<file path="src/hdl/mwxs_pkg.sv">
`timescale 1ns / 1ps
// Package for the minimum-weight XOR subset search block.
// Holds sizing constants, shared types, the search state enum and helper functions.
// It has no dependencies.
package mwxs_pkg;

    localparam int MAX_MASKS  = 16;
    localparam int LIGHT_BITS = 16;
    localparam int FIELD_W    = 16;
    localparam int PRESS_W    = 5;
    localparam int CNT_W      = $clog2(MAX_MASKS + 1);
    localparam int IDX_W      = (MAX_MASKS > 1) ? $clog2(MAX_MASKS) : 1;

    typedef logic [CNT_W-1:0]      t_cnt;
    typedef logic [IDX_W-1:0]      t_idx;
    typedef logic [LIGHT_BITS-1:0] t_light;
    typedef logic [MAX_MASKS-1:0]  t_gray;
    typedef logic [PRESS_W-1:0]    t_press;

    typedef struct packed {
        logic               first_of_set;
        logic [FIELD_W-1:0] target_lights;
        logic [FIELD_W-1:0] toggle_mask;
        logic               last_of_set;
    } t_in_item;

    typedef struct packed {
        t_press min_presses;
        logic   found;
        logic   overflow;
    } t_out_item;

    typedef struct packed {
        logic   start;
        t_cnt   n;
        t_light target;
    } t_srch_cmd;

    typedef struct packed {
        logic busy;
        logic done;
        t_cnt best;
        logic found;
    } t_srch_stat;

    typedef enum logic [1:0] {
        S_IDLE,
        S_RUN,
        S_FIN,
        S_OUT
    } t_srch_state;

    function automatic t_light to_light(input logic [FIELD_W-1:0] v);
        logic [63:0] w;
        w = 64'(v);
        return w[LIGHT_BITS-1:0];
    endfunction

    function automatic t_idx low_bit_index(input t_gray v);
        t_idx idx;
        idx = '0;
        for (int k = MAX_MASKS - 1; k >= 0; k--) begin
            if (v[k]) begin
                idx = t_idx'(k);
            end
        end
        return idx;
    endfunction

endpackage

</file>
<file path="src/hdl/mwxs_ram.sv">
`timescale 1ns / 1ps
// Generic single-write, single-read RAM with a registered read port.
// It has no dependencies.
module mwxs_ram #(
    parameter int WIDTH = 16,
    parameter int DEPTH = 16
) (
    input  logic                                       i_clk,
    input  logic                                       i_we,
    input  logic [((DEPTH > 1) ? $clog2(DEPTH) : 1)-1:0] i_waddr,
    input  logic [WIDTH-1:0]                           i_wdata,
    input  logic [((DEPTH > 1) ? $clog2(DEPTH) : 1)-1:0] i_raddr,
    output logic [WIDTH-1:0]                           o_rdata
);

    logic [WIDTH-1:0] r_mem [DEPTH];
    logic [WIDTH-1:0] r_rdata;

    always_ff @(posedge i_clk) begin
        if (i_we) begin
            r_mem[i_waddr] <= i_wdata;
        end
        r_rdata <= r_mem[i_raddr];
    end

    assign o_rdata = r_rdata;

endmodule

</file>
<file path="src/hdl/mwxs_search.sv">
`timescale 1ns / 1ps
// Subset search engine: walks the subsets in Gray-code order, one RAM read per step.
// Depends on mwxs_pkg; reads the mask RAM held by the top level.
module mwxs_search (
    input  logic                 i_clk,
    input  logic                 i_rst_n,
    input  mwxs_pkg::t_srch_cmd  i_cmd,
    output mwxs_pkg::t_idx       o_raddr,
    input  mwxs_pkg::t_light     i_rdata,
    output mwxs_pkg::t_srch_stat o_stat
);

    mwxs_pkg::t_srch_state r_state, n_state;
    mwxs_pkg::t_gray       r_cnt;
    mwxs_pkg::t_gray       r_total;
    mwxs_pkg::t_gray       r_sel;
    mwxs_pkg::t_gray       total;
    mwxs_pkg::t_cnt        r_n;
    mwxs_pkg::t_cnt        r_weight;
    mwxs_pkg::t_cnt        r_best;
    mwxs_pkg::t_cnt        w_next;
    mwxs_pkg::t_light      r_target;
    mwxs_pkg::t_light      r_acc;
    mwxs_pkg::t_light      acc_next;
    mwxs_pkg::t_idx        r_pb;
    logic                  r_pvld;
    logic                  r_found;
    logic                  issue;
    logic                  begin_search;

    always_ff @(posedge i_clk) begin
        if (!i_rst_n) begin
            r_state <= mwxs_pkg::S_IDLE;
        end else begin
            r_state <= n_state;
        end
    end

    always_comb begin
        n_state      = r_state;
        issue        = 1'b0;
        begin_search = 1'b0;
        unique case (r_state)
            mwxs_pkg::S_IDLE: begin
                if (i_cmd.start) begin
                    begin_search = 1'b1;
                    n_state      = mwxs_pkg::S_RUN;
                end
            end
            mwxs_pkg::S_RUN: begin
                issue = 1'b1;
                if (r_cnt == r_total) begin
                    n_state = mwxs_pkg::S_FIN;
                end
            end
            mwxs_pkg::S_FIN: begin
                n_state = mwxs_pkg::S_OUT;
            end
            mwxs_pkg::S_OUT: begin
                n_state = mwxs_pkg::S_IDLE;
            end
            default: begin
                n_state = mwxs_pkg::S_IDLE;
            end
        endcase
    end

    always_comb begin
        for (int k = 0; k < mwxs_pkg::MAX_MASKS; k++) begin
            total[k] = (mwxs_pkg::t_cnt'(k) < i_cmd.n);
        end
    end

    assign o_raddr  = mwxs_pkg::low_bit_index(r_cnt);
    assign acc_next = r_acc ^ i_rdata;
    assign w_next   = r_sel[r_pb] ? (r_weight - mwxs_pkg::t_cnt'(1))
                                  : (r_weight + mwxs_pkg::t_cnt'(1));

    always_ff @(posedge i_clk) begin
        if (!i_rst_n) begin
            r_pvld <= 1'b0;
        end else begin
            r_pvld <= issue;
        end
    end

    always_ff @(posedge i_clk) begin
        if (begin_search) begin
            r_cnt    <= mwxs_pkg::t_gray'(1);
            r_total  <= total;
            r_n      <= i_cmd.n;
            r_target <= i_cmd.target;
            r_acc    <= '0;
            r_sel    <= '0;
            r_weight <= '0;
            r_best   <= i_cmd.n;
            r_found  <= 1'b0;
        end else begin
            if (issue) begin
                r_cnt <= r_cnt + mwxs_pkg::t_gray'(1);
                r_pb  <= o_raddr;
            end
            if (r_pvld) begin
                r_acc        <= acc_next;
                r_sel[r_pb]  <= ~r_sel[r_pb];
                r_weight     <= w_next;
                if (acc_next == r_target) begin
                    r_found <= 1'b1;
                    if (!r_found || (w_next < r_best)) begin
                        r_best <= w_next;
                    end
                end
            end
        end
    end

    assign o_stat.busy  = (r_state != mwxs_pkg::S_IDLE);
    assign o_stat.done  = (r_state == mwxs_pkg::S_OUT);
    assign o_stat.best  = r_best;
    assign o_stat.found = r_found;

    a_done_pulse: assert property (@(posedge i_clk) disable iff (!i_rst_n)
        o_stat.done |=> !o_stat.done)
        else $error("Result strobe lasted more than one cycle.");

    a_found_nonempty: assert property (@(posedge i_clk) disable iff (!i_rst_n)
        (o_stat.done && o_stat.found) |-> (r_best != '0))
        else $error("A match was reported for the empty subset.");

    a_best_bound: assert property (@(posedge i_clk) disable iff (!i_rst_n)
        o_stat.done |-> (r_best <= r_n))
        else $error("Best subset size exceeds the mask count.");

    a_data_after_issue: assert property (@(posedge i_clk) disable iff (!i_rst_n)
        r_pvld |-> ($past(r_state) == mwxs_pkg::S_RUN))
        else $error("RAM data consumed without a read issued.");

    a_start_idle: assert property (@(posedge i_clk) disable iff (!i_rst_n)
        i_cmd.start |-> (r_state == mwxs_pkg::S_IDLE))
        else $error("Search started while a search was running.");

endmodule

</file>
<file path="src/hdl/min_weight_xor_subset_search.sv">
`timescale 1ns / 1ps
// An item without last_of_set is stored and yields no result.
// An item with last_of_set starts a search over 2^n - 1 subsets of the n stored masks,
// one mask RAM read per subset; o_done marks the result when the search ends.
// busy stays high through o_done, so no item is taken before the result; the receiver cannot stall.
// Synchronous active-low reset clears the mask count, target, overflow flag and search state.
module min_weight_xor_subset_search (
    input  logic                i_clk,
    input  logic                i_rst_n,
    input  logic                start,
    output logic                busy,
    input  mwxs_pkg::t_in_item  i_item,
    output logic                o_done,
    output mwxs_pkg::t_out_item o_result
);

    mwxs_pkg::t_cnt       r_count;
    mwxs_pkg::t_cnt       base_cnt;
    mwxs_pkg::t_light     r_target;
    mwxs_pkg::t_light     rd_data;
    mwxs_pkg::t_idx       rd_addr;
    mwxs_pkg::t_srch_cmd  cmd;
    mwxs_pkg::t_srch_stat stat;
    logic                 r_ovf;
    logic                 base_ovf;
    logic                 has_room;
    logic                 accept;

    assign accept   = start && !busy;
    assign base_cnt = i_item.first_of_set ? '0 : r_count;
    assign base_ovf = i_item.first_of_set ? 1'b0 : r_ovf;
    assign has_room = (base_cnt < mwxs_pkg::t_cnt'(mwxs_pkg::MAX_MASKS));

    always_ff @(posedge i_clk) begin
        if (!i_rst_n) begin
            r_count  <= '0;
            r_ovf    <= 1'b0;
            r_target <= '0;
        end else if (accept) begin
            r_count <= has_room ? (base_cnt + mwxs_pkg::t_cnt'(1)) : base_cnt;
            r_ovf   <= has_room ? base_ovf : 1'b1;
            if (i_item.first_of_set) begin
                r_target <= mwxs_pkg::to_light(i_item.target_lights);
            end
        end
    end

    mwxs_ram #(
        .WIDTH (mwxs_pkg::LIGHT_BITS),
        .DEPTH (mwxs_pkg::MAX_MASKS)
    ) u_mask_ram (
        .i_clk   (i_clk),
        .i_we    (accept && has_room),
        .i_waddr (base_cnt[mwxs_pkg::IDX_W-1:0]),
        .i_wdata (mwxs_pkg::to_light(i_item.toggle_mask)),
        .i_raddr (rd_addr),
        .o_rdata (rd_data)
    );

    assign cmd.start  = accept && i_item.last_of_set;
    assign cmd.n      = has_room ? (base_cnt + mwxs_pkg::t_cnt'(1)) : base_cnt;
    assign cmd.target = i_item.first_of_set ? mwxs_pkg::to_light(i_item.target_lights)
                                            : r_target;

    mwxs_search u_search (
        .i_clk   (i_clk),
        .i_rst_n (i_rst_n),
        .i_cmd   (cmd),
        .o_raddr (rd_addr),
        .i_rdata (rd_data),
        .o_stat  (stat)
    );

    assign busy                 = stat.busy;
    assign o_done               = stat.done;
    assign o_result.min_presses = mwxs_pkg::t_press'(stat.best);
    assign o_result.found       = stat.found;
    assign o_result.overflow    = r_ovf;

endmodule
</file>
<file path="config.mk">
export PLATFORM = sky130hd
export DESIGN_NAME = min_weight_xor_subset_search
export DESIGN_NICKNAME = d
export VERILOG_FILES = /design/src/hdl/mwxs_pkg.sv /design/src/hdl/mwxs_ram.sv /design/src/hdl/mwxs_search.sv /design/src/hdl/min_weight_xor_subset_search.sv
export SDC_FILE = /design/constraint.sdc
export NUM_CORES = 1
export LEC_CHECK = 0
export BUFFER_PORTS_ARGS = -buffer_cell sky130_fd_sc_hd__buf_2
export CAP_MARGIN = 40
export CELL_PAD_IN_SITES_DETAIL_PLACEMENT = 1
export CELL_PAD_IN_SITES_GLOBAL_PLACEMENT = 1
export CORE_AREA = 2 2 183 185
export CTS_CLUSTER_DIAMETER = 200
export DETAILED_ROUTE_END_ITERATION = 10
export DIE_AREA = 0 0 185 187
export PLACE_DENSITY_LB_ADDON = 0.15
export SLEW_MARGIN = 30
export SYNTH_ARGS = -nofsm -noshare
export SYNTH_HDL_FRONTEND = slang
export SYNTH_HIERARCHICAL = 1
export SYNTH_SLANG_ARGS = --single-unit
</file>
<file path="constraint.sdc">
create_clock -name i_clk -period 6.32 [get_ports i_clk]
set_clock_uncertainty 0.15 [all_clocks]
set_input_delay 0.632 -clock i_clk [delete_from_list [all_inputs] [get_ports i_clk]]
set_output_delay 0.632 -clock i_clk [all_outputs]
set_load 0.05 [all_outputs]
</file>
Yosys cells after proc, flatten, opt, wreduce, memory -nomap -nowiden
Memory sizes are Yosys's and may differ from the RTL's. A register that Yosys moved wholly into a read port is not among the register bits.
Index checks and enable logic that the tools add are counted.

word-level totals
  logic and storage cells = 106
  register bits = 120
  output and inout port bits = 9
  memories kept = 1
  input port bits = 37
  RAM bits = 256

memory list
  name              depth  bits a word  rd ports  clocked after memory_dff  write ports  line            source
  u_mask_ram.r_mem  16     16           1         1                         1            mwxs_ram.sv:16  logic [WIDTH-1:0] r_mem [DEPTH];

operators by class
  add/sub/neg operators = 4
  bitwise logic cells = 3
  reduce and logical (&&, ||, !) cells = 17
  $lt $le $gt $ge = 20
  muxes and demuxes = 39
  equal/unequal tests = 8

operator list
  kind                                                                                  number
  4-bit two-way mux                                                                     16
  4-bit by 5-bit < comparator with 1-bit output (first input constant)                  8
  5-bit two-way mux                                                                     7
  16-bit equality test                                                                  2
  3-bit by 5-bit < comparator with 1-bit output (first input constant)                  4
  16-bit by 1-bit adder with 16-bit output (second input constant)                      1
  16-bit bitwise mux                                                                    1
  16-bit two-way mux                                                                    1
  16-bit bitwise XOR                                                                    1
  5-bit by 1-bit adder with 5-bit output (second input constant)                        2
  1-bit by 5-bit < comparator with 1-bit output (first input constant)                  2
  2-bit by 5-bit < comparator with 1-bit output (first input constant)                  2
  1-bit two-way mux                                                                     9
  2-bit case mux with 4 select lines                                                    1
  2-bit AND reduction                                                                   4
  2-bit nonzero test                                                                    4
  4-bit by 5-bit < comparator with 1-bit output (second input constant)                 1
  5-bit < comparator                                                                    1
  5-bit < comparator (second input constant)                                            1
  5-bit by 1-bit subtractor with 5-bit output (second input constant)                   1
  1-bit binary-select mux with 4-bit select                                             1
  1-bit demux with 4-bit select                                                         1
  2-bit equality test (second input constant)                                           2
  4-bit by 1-bit greater-or-equal comparator with 1-bit output (second input constant)  1
  10 further kinds                                                                      17

Longest topological paths before layout
  word-level depth = 16
  gate-level depth with buffers = 16
  mapped depth without buffers = 14

By module
The synthesis kept the hierarchy.

modules (own cells, without submodules)
  module                        cells an instance  instances  seq. area each (um^2)  area an instance (um^2)
  mwxs_ram                      432                1          8007.7                 10043.4
  mwxs_search                   477                1          2372.3                 4825.9
  min_weight_xor_subset_search  141                1          440.4                  1162.4

Least setup slack after synthesis
Ideal clock, no wire load.

  kind = register to register
  start point = reg u_search.r_pb[0]
  end point = reg u_search.r_best[0] (enable)
  path slack = 2.250 ns
  arrival = 3.546 ns
  cell stages (with the launch flop) = 17
  data required time = 5.796 ns
  path buffers = 2
  period minus slack after synthesis = 4.070 ns
  library setup time = 0.374 ns
  cell sequence = edfxtp_1 buf_6 mux4_2 a22oi_2 and3_4 inv_4 buf_12 fa_1 a21o_1 a21oi_1 xor2_1 xnor2_1 inv_1 ha_1 a21oi_1 a21oi_1 o21ai_0

on the way
  cells in the longest elaborated chain, start to end = 7

RTL lines
  item                                       line                source
  from (decl)                                mwxs_search.sv:25   mwxs_pkg::t_idx r_pb;
  from (signal assigned)                     mwxs_search.sv:101  r_pb <= o_raddr;
  1-bit binary-select mux with 4-bit select  mwxs_search.sv:76   assign w_next = r_sel[r_pb] ? (r_weight - mwxs_pkg::t_cnt'(1))
  1-bit two-way mux (not written as such)    mwxs_search.sv:76
  5-bit two-way mux                          mwxs_search.sv:76
  named net u_search.w_next[4]               mwxs_search.sv:21   mwxs_pkg::t_cnt w_next;
  5-bit < comparator                         mwxs_search.sv:109  if (!r_found || (w_next < r_best)) begin
  1-bit logical OR                           mwxs_search.sv:109
  2-bit nonzero test (no line)               -
  3-bit AND reduction (no line)              -
  to (signal assigned)                       mwxs_search.sv:96   r_best <= i_cmd.n;
  to (signal assigned)                       mwxs_search.sv:110  r_best <= w_next;
  to (decl)                                  mwxs_search.sv:20   mwxs_pkg::t_cnt r_best;

The timed path passes the listed nets, and every way through them passes these cells. The select of a mux whose other input is x is not followed.
A chain may end at the register's enable or synchronous reset.

Worst setup path in the final report
  start point = reg u_search.r_pb[0]
  end point = reg u_search.r_best[4] (enable)

Same word-level chain as after synthesis.

==> qor.csv <==
stage,metric,value,unit
route,via_per_inst,5.50,
route,vias,8763,
global_routing,grt_remaining_overflow,0,
route,wl_per_cell,22.4,um
clock_network,post_cts_buffers,0,
run,maxCapViolCount,0,
setup_path,required,6350,ps
synthesis,synthTopCellsByArea,"edfxtp_1, dfxtp_1, mux4_2",
cells_and_area,fill_cells,3106,
power,ir_drop,0.259,mV
clock_network,clkLatencyLatePin,570,ps
cells_and_area,layout_commonest_cell,edfxtp_1,
synthesis,synth_cell_type_count,61,
synthesis,yosys_warnings,6,
setup_path,end_kind,flop,
synthesis,avgSynthCellArea,15.3,um2
global_routing,grtUsageTotal,0.214,
synthesis,synth_edf_count,297,
setup_path,cp.arrival,4470,ps
synthesis,synth_area,16000,um2
global_routing,busiest_layer,met2,
power,p_leak,6.21,nW
route,finalWirelength,35700,um
sta,finalHoldViolations,0,
die,die_h,187,um
outcome,status,finished clean,
sta,drv_slew,0,
clock_network,cts_tree,done,
synthesis,ys_seq_elements,392,
sta,finalSetupTns,0,ps
clock_network,cts_hold_buf,0,
cells_and_area,drive_above_1_share,0.192,
synthesis,synth_top_area_frac,0.556,
clock_network,clk_pin_slew,60,ps
die,die-area,34600,um2
global_routing,grtUsageMet1,0.269,
power,power_density,386,nW/um2
placed_design,gp_congestion,0.760,
sta,setup_viol,0,
global_routing,antenna_found_initial,1,
sta,grt_setup_unrepaired,no,
placed_design,io_buffers,45,
setup_path,path_class,flop to flop,
global_routing,grt_max_degree,62,
sta,fmax,225,MHz
cells_and_area,area_delta_synth_final,13.3,%
synthesis,ys_seq_area_frac,0.675,
sta,layout_min_cycle_time,4440,ps
clock_network,cts_resized,0,
sta,slew-limit-headroom,0.491,
sta,period_share,0.702,
die,io_pins,46,
synthesis,async_reset_ff_frac,0,
route,route.detailed.drc,0,
clock_network,htreeDepth,2,
die,rows,67,
clock_network,clkSinkCount,392,
route,ant_nets,0,
cells_and_area,fin_area,18200,um2
synthesis,yosys_most_used_dff,edfxtp_1,
placed_design,post_dp_cell_area,16800,um2
clock_network,cts_buffers,43,
sta,tightest_slew,764,ps
cells_and_area,nNetsFinal,1161,
global_routing,use_met3,0.0440,
route,firstDrtPassIters,4,
route,drt_iter0_drc,537,
die,start_util,0.488,
setup_path,crit_path_start_kind,flop,
die,design.core.area,32900,um2
synthesis,syn-num-nets,1102,
clock_network,clockRootBuffer,clkbuf_16,
setup_path,crit_fanout,19,
global_routing,grt_pass1_wl,55100,um
synthesis,synth_top_area_cell,edfxtp_1,
global_routing,grt_pass1_vias,9275,
cells_and_area,layout_common_cells,"edfxtp_1, nand2_1, dfxtp_1",
worst_hold_path,hp-class,input port to flop,
placed_design,dp_hpwl,21900,um
die,die_w,185,um
synthesis,netlist_instances,1050,
clock_network,ctsLongestPathBuffers,3,
global_routing,grt_util_met2,0.374,
-- Yosys cell counts (11+ instances only) --
library cell	n
edfxtp_1	297
nand2_1	98
dfxtp_1	95
nor2_1	91
mux4_2	56
xnor2_1	46
xor2_1	40
a21oi_1	34
clkbuf_1	34
a22oi_1	32
inv_1	16
mux2_1	16
ha_1	14
nand3_1	14
nor2b_1	13
mux4_1	12
nand4_1	12
nor3_1	11
-- routing by layer --
layer	share of wire	wire [um]
met3	0.050	1780
met1	0.41	14600
met4	0.024	841
met5	0	0
met2	0.52	18400
-- state kept, by name (all words and copies together), names as in the netlist --
signal and flops:
u_search/r_pvld 1, u_search/r_best 5, u_search/r_acc 16, r_target 16
u_search/r_sel 16, u_mask_ram/o_rdata 16, u_search/r_state 2, r_ovf 1
u_search/r_cnt 16, u_search/r_weight 5, u_mask_ram/r_mem 256, u_search/r_target 16
u_search/r_found 1, r_count 5, u_search/r_total 16, u_search/r_pb 4
-- worst paths after layout --
| check | startpoint | end | slack (ps) | depth (start not counted) |
|---|---|---|---|---|
| hold reg to reg | r_target[1] | r_target[1] | 300 | 2 |
| setup / recovery | u_search/r_pb[0] | u_search/r_best[4] | 1880 | 14 |
| setup reg to reg | u_search/r_pb[0] | u_search/r_best[4] | 1880 | 14 |
| hold / removal | i_item[20] | r_target[3] | 190 | 3 |
-- critical path, cell delays in order (launching register included) --
cell      delay, ps
edfxtp_1        540
mux4_2          560
a22oi_2         170
and3_4          230
inv_4           120
fa_1            420
a21o_1          170
a21oi_1         190
xor2_1          190
xnor2_1         180
inv_1            70
ha_1            290
a21oi_1         140
a21oi_1          80
o21ai_0         560
-- final cells by class --
cell class / count / area (um2) / share of cell area
well taps: 448 / 561 / 0.0309
inverters: 18 / 75.1 / 0.00413
diodes: 2 / 5.00 / 0.000276
clock inverters: 14 / 161 / 0.00889
repair buffers: 73 / 449 / 0.0247
flip-flops and latches: 392 / 10800 / 0.596
multi-input cells: 581 / 4910 / 0.270
clock buffers: 64 / 1180 / 0.0652
-- power by group --
group          switching [mW]  leakage (nW)  internal, mW  total, mW
clock                   0.991         0.645          1.42       2.41
combinational           0.759          2.09         0.608       1.37
sequential              0.183          3.47          3.04       3.22
-- cell families after synthesis --
family                     after synthesis  share of synthesized area
DFF                                    392                      0.675
and+or+nand+nor                        275                     0.0786
adders and majority gates               15                     0.0122
buffers and inverters                   77                     0.0236
muxes                                   88                      0.112
AOI/OAI and AO/OA                      117                     0.0516
xor gates and xnor gates                86                     0.0470
-- through the flow --
stage	hold slack [ps]	total power, mW	std cells	utilization	setup slack (ps)
finish	186	7.00	1592	0.553	1880
global route	182	7.33	1590	0.553	1540
CTS	158	7.09	1588	0.552	1790
detailed placement	297	4.65	1510	0.511	1790
global placement	288	4.61	1509	0.510	1920
floorplan	282	4.29	1050	-	2250
Power figures use the tool's default switching activity.
